<file path="config.mk">
export PLATFORM = sky130hd
export DESIGN_NAME = nfci_divider
export DESIGN_NICKNAME = d
export VERILOG_FILES = /design/src/hw/rtl/assert_macros.svh /design/src/hw/rtl/nfci_divider.sv
export SDC_FILE = /design/constraint.sdc
export NUM_CORES = 1
export LEC_CHECK = 0
export ABC_AREA = 0
export BUFFER_PORTS_ARGS = -buffer_cell sky130_fd_sc_hd__buf_2
export CORE_UTILIZATION = 56
export DETAILED_ROUTE_END_ITERATION = 8
export GPL_TIMING_DRIVEN = 1
export PLACE_DENSITY = 0.79
export SLEW_MARGIN = 20
export SYNTH_ARGS = -nofsm -noshare
export SYNTH_HDL_FRONTEND = slang
export SYNTH_SLANG_ARGS = --single-unit
</file>
<file path="constraint.sdc">
create_clock -name clk_i -period 4.1 [get_ports clk_i]
set_clock_uncertainty 0.15 [all_clocks]
set_input_delay 0.615 -clock clk_i [delete_from_list [all_inputs] [get_ports clk_i]]
set_output_delay 0.615 -clock clk_i [all_outputs]
set_load 0.01 [all_outputs]
</file>
<file path="src/hw/rtl/assert_macros.svh">
// ----------------------------------------------------------------------------
// assertion macros shared by the rtl files
// ----------------------------------------------------------------------------
`ifndef ASSERT_MACROS_SVH
`define ASSERT_MACROS_SVH

// property that holds at every clock edge out of reset
`define ASSERT_ALWAYS(lbl, clk, rstn, prop, msg) \
  lbl: assert property (@(posedge clk) disable iff (!rstn) (prop)) else $error(msg);

// antecedent implies consequent in the following cycle
`define ASSERT_NEXT(lbl, clk, rstn, ante, cons, msg) \
  lbl: assert property (@(posedge clk) disable iff (!rstn) (ante) |=> (cons)) else $error(msg);

`endif

</file>
<file path="src/hw/rtl/nfci_divider.sv">
// ----------------------------------------------------------------------------
// nfci_divider
// restoring unsigned divider, one quotient bit per cycle, left aligned dividend
// ----------------------------------------------------------------------------
`default_nettype none

module nfci_divider #(
  parameter int unsigned FRAC_BITS = 28
) (
  input  wire                         clk_i,
  input  wire                         rst_ni,
  input  wire                         start_i,
  input  wire [2*FRAC_BITS+31:0]      dividend_i,
  input  wire [63:0]                  divisor_i,
  output logic                        done_o,
  output logic [2*FRAC_BITS+31:0]     quot_o
);

  localparam int unsigned DW = 2 * FRAC_BITS + 32;
  localparam int unsigned CW = $clog2(DW + 1);

  logic [DW-1:0] sh_q, sh_d;
  logic [63:0]   rem_q, rem_d;
  logic [63:0]   dvs_q;
  logic [CW-1:0] cnt_q, cnt_d;
  logic          busy_q, busy_d;
  logic          done_q, done_d;
  logic [63:0]   rem2;
  logic          ge;

  assign rem2 = {rem_q[62:0], sh_q[DW-1]};
  assign ge   = rem2 >= dvs_q;

  always_comb begin
    sh_d   = sh_q;
    rem_d  = rem_q;
    cnt_d  = cnt_q;
    busy_d = busy_q;
    done_d = 1'b0;
    if (start_i && !busy_q) begin
      sh_d   = dividend_i;
      rem_d  = '0;
      cnt_d  = CW'(DW);
      busy_d = 1'b1;
    end else if (busy_q) begin
      sh_d  = {sh_q[DW-2:0], ge};
      rem_d = ge ? rem2 - dvs_q : rem2;
      cnt_d = cnt_q - CW'(1);
      if (cnt_q == CW'(1)) begin
        busy_d = 1'b0;
        done_d = 1'b1;
      end
    end
  end

  always_ff @(posedge clk_i or negedge rst_ni) begin
    if (!rst_ni) begin
      busy_q <= 1'b0;
      done_q <= 1'b0;
      cnt_q  <= '0;
    end else begin
      busy_q <= busy_d;
      done_q <= done_d;
      cnt_q  <= cnt_d;
    end
  end

  always_ff @(posedge clk_i) begin
    sh_q  <= sh_d;
    rem_q <= rem_d;
    if (start_i && !busy_q) begin
      dvs_q <= divisor_i;
    end
  end

  assign done_o = done_q;
  assign quot_o = sh_q;

endmodule

`default_nettype wire

</file>
==> metrics <==
Tcrit/Tclk final around 90%; Max clock buf depth 3; row count 54; post-synth cell types 67; Post-synth ARST share about 4.0%; number of global-route vias before repair between 10000 and 15000; met2 usage in global routing a little under half; antenna violations before repair 4; Top cell by count, worst path a21oi_1; #FFs+latches synth ~220; final slew viol count 0; Power Density 782 nW/um^2; Arr. time, crit path around 4.1 ns; Port Buffers around 240; f_max roughly 260 MHz; Ys Warns 0; EDFF count, synth 152; fin util 67.1%; # fillers around 1800; busiest layer in global routing met2; Yosys top cell by area edfxtp_1; CP top delay family compound AO/OA/AOI/OAI gates; Crit Path Max Fanout 55; clock net sink count between 200 and 250; Post-Syn Instances ~1300; Post-DP HPWL about 23 mm; Ports ~240; Worst Hold Margin a little over 0.09 ns; Setup Crit Path Kind flip-flop to flip-flop; Tmin final roughly 3.8 ns; leading register cell type out of synthesis edfxtp_1; # setup viols final 0; Final Hold Vio Count 0; Syn Area/Cell approximately 9.2 sq um; Post-Route WL 32.1 mm; die area 22800 sq um; met3 GRT Util under 10%; Post-CTS Setup Bufs 0; Worst setup EP type flip-flop; max_cap viols 0; CTS tree yes; GR Util All Layers between 20% and 30%; Worst Setup Start Kind flip-flop; RSZ-0062 raised after global routing false; register area share after synthesis just under 50%; VDD IR max 0.000563 V; nets@finish between 1500 and 2000; Worst slew margin between 30% and 40%; post-placement cell area roughly 14000 sq um; Die X-Extent between 150 and 200 um; CP max stage delay between 0.4 and 0.5 ns; Via Count around 11000; Total Power around 11 mW; share of cells above drive strength 1 a little under a fifth; total grt overflow 0; post-route cell area about 15000 sq um; number of DRC markers in iteration 0 about 710; root buffer cell clkbuf_16; highest-delay cell along the critical path edfxtp_1; Area contributors post-synth edfxtp_1 37%, nand2_1 11%, dfxtp_1 10%; Clk Latency, worst-skew pair roughly 0.54 ns; DRC violations left 0; Die Y around 150 um; Static Leak 6.93 nW; synthesized cell area ~12000 sq um; average wire per standard cell roughly 17 um; Initial DRT Pass Iterations 7; ANT nets after route 0; gp weighted congestion between 0.9 and 1; Critical Path RT 4.37 ns; worst-margin pin slew around 0.92 ns; Syn Nets between 1500 and 2000; top cell type's share of synthesized area approximately 37%; status finished, final reports clean; first-pass GRT wire length ~50 mm; CTS clk-pin slew, worst paths about 0.06 ns; final setup TNS 0 ns; total CTS buffers 25; worst path cell trace inv_1 > ha_1 > fa_1 > nor2b_1 > o2111ai_1 > a21oi_1 > o21ai_0 > a21oi_1 > nor3_2 > o21ai_1 > a31oi_4 > buf_6 > o31ai_1 > a221o_1; vias per inst roughly 5.7; met1 Track Usage GR about a third; WP buf/inv 2; largest net degree at the start of global routing 91; Worst R2R Setup Slack 0.31 ns; core area between 20000 and 25000 sq um; Hold WC Path Type input pin to flip-flop; htree depth 1; initial cell density of the core between 50% and 60%; Area Growth Syn to Fin 17.8%
[worst paths after layout]
| kind | from | to | depth (start not counted) |
|---|---|---|---|
| max reg2reg | quot_o[87] | rem_q[58] | 14 |
| min in group asynchronous | rst_ni | cnt_q[5] | 2 |
| max in group asynchronous | rst_ni | busy_q | 2 |
| max | quot_o[87] | rem_q[58] | 14 |
| min | divisor_i[50] | dvs_q[50] | 1 |
| min reg2reg | cnt_q[6] | cnt_q[6] | 1 |
[where the power goes]
group | switching (mW) | internal, mW
Clock | 0.913 | 1.26
Sequential | 0.579 | 3.40
Combinational | 3.04 | 2.27
[per-stage QoR]
step	setup WS, ns	std cells
after floorplan	0.284	1349
after global placement	0.487	1820
after detailed placement	0.257	1820
after CTS	0.217	1865
after global routing	0.0989	1866
final	0.307	1867
[cells in the final DEF (no fill, tap or decap), drive strengths merged, types with 6 or more instances in the layout]
cell type / instances
xor2: 24
edfxtp: 152
nand2b: 17
o21bai: 15
and2: 9
o211ai: 7
ha: 66
dfxtp: 63
a22oi: 9
o21ai: 88
a21oi: 88
o21a: 9
nand3: 18
a31oi: 11
nor2: 33
xnor2: 35
nor3: 13
clkinv: 7
nand4: 18
dfrtp: 9
buf: 256
clkbuf: 35
a21o: 32
o31ai: 6
nand2: 367
a22o: 40
inv: 85
nor2b: 9
[area by class of cell]
cell class,count,area [sq um],area share [%]
clock inverters,9,108,0.734
flip-flops and latches,224,6050,41.3
diodes,2,5.00,0.0342
well taps,280,350,2.39
inverters,85,323,2.20
multi-input cells,975,5800,39.6
clock buffers,35,663,4.53
repair buffers,257,1350,9.23
[synth_stat cells (all sizes together) (3+ instances only)]
cell type	number
and4	4
a21o	32
o21a	9
a22oi	9
inv	85
clkbuf	43
and2	9
buf	22
o21ai	88
a21oi	88
a31oi	11
xor2	24
dfrtp	9
xnor2	35
ha	66
a211oi	3
a22o	40
edfxtp	152
nor3	13
nor4	3
a311o	3
or3	3
and3	3
o31ai	6
nand2b	17
a221o	4
nor3b	4
nor2b	9
dfxtp	63
a32oi	4
nor2	33
o21bai	15
nand4	18
nand3	18
nand2	367
a41oi	3
mux2i	3
o211ai	7
[registers in the layout, indices dropped and copies added (netlist names)]
name and count:
busy_q 1, cnt_q 7, done_o 1, dvs_q 64, quot_o 88, rem_q 63
[cells by family (layout without fill, tap and decap cells)]
logic type | Yosys count | after routing | synth area share [%]
muxes | 4 | 4 | 0.332
DFF | 224 | 224 | 48.7
buffers and inverters | 150 | 386 | 4.89
other | 0 | 2 | 0
AOI/OAI and AO/OA | 341 | 341 | 18.0
adders and majority gates | 67 | 67 | 6.80
xor gates and xnor gates | 59 | 59 | 4.16
and+or+nand+nor | 504 | 504 | 17.2
[worst register-to-register path: stages, from the launching register on]
cell	delay [ns]
edfxtp_1	0.41
inv_1	0.09
ha_1	0.19
fa_1	0.22
nor2b_1	0.07
o2111ai_1	0.30
a21oi_1	0.15
o21ai_0	0.31
a21oi_1	0.14
nor3_2	0.36
o21ai_1	0.20
a31oi_4	0.26
buf_6	0.37
o31ai_1	0.16
a221o_1	0.31
[metal layers]
layer  share of wire (%)  wire, um
met2                  48     15400
met4                 3.0       977
met1                  41     13100
met3                 8.2      2620
met5               0.031        10
[timing repair]
| item | CTS | global route |
|---|---|---|
| endpoints found under the hold margin | 9 | 0 |
| resized for setup | 0 | 1 |
| hold buffers | 1 | 0 |
| setup endpoints to repair | 0 | 1 |
(Power assumes the default switching activity.)
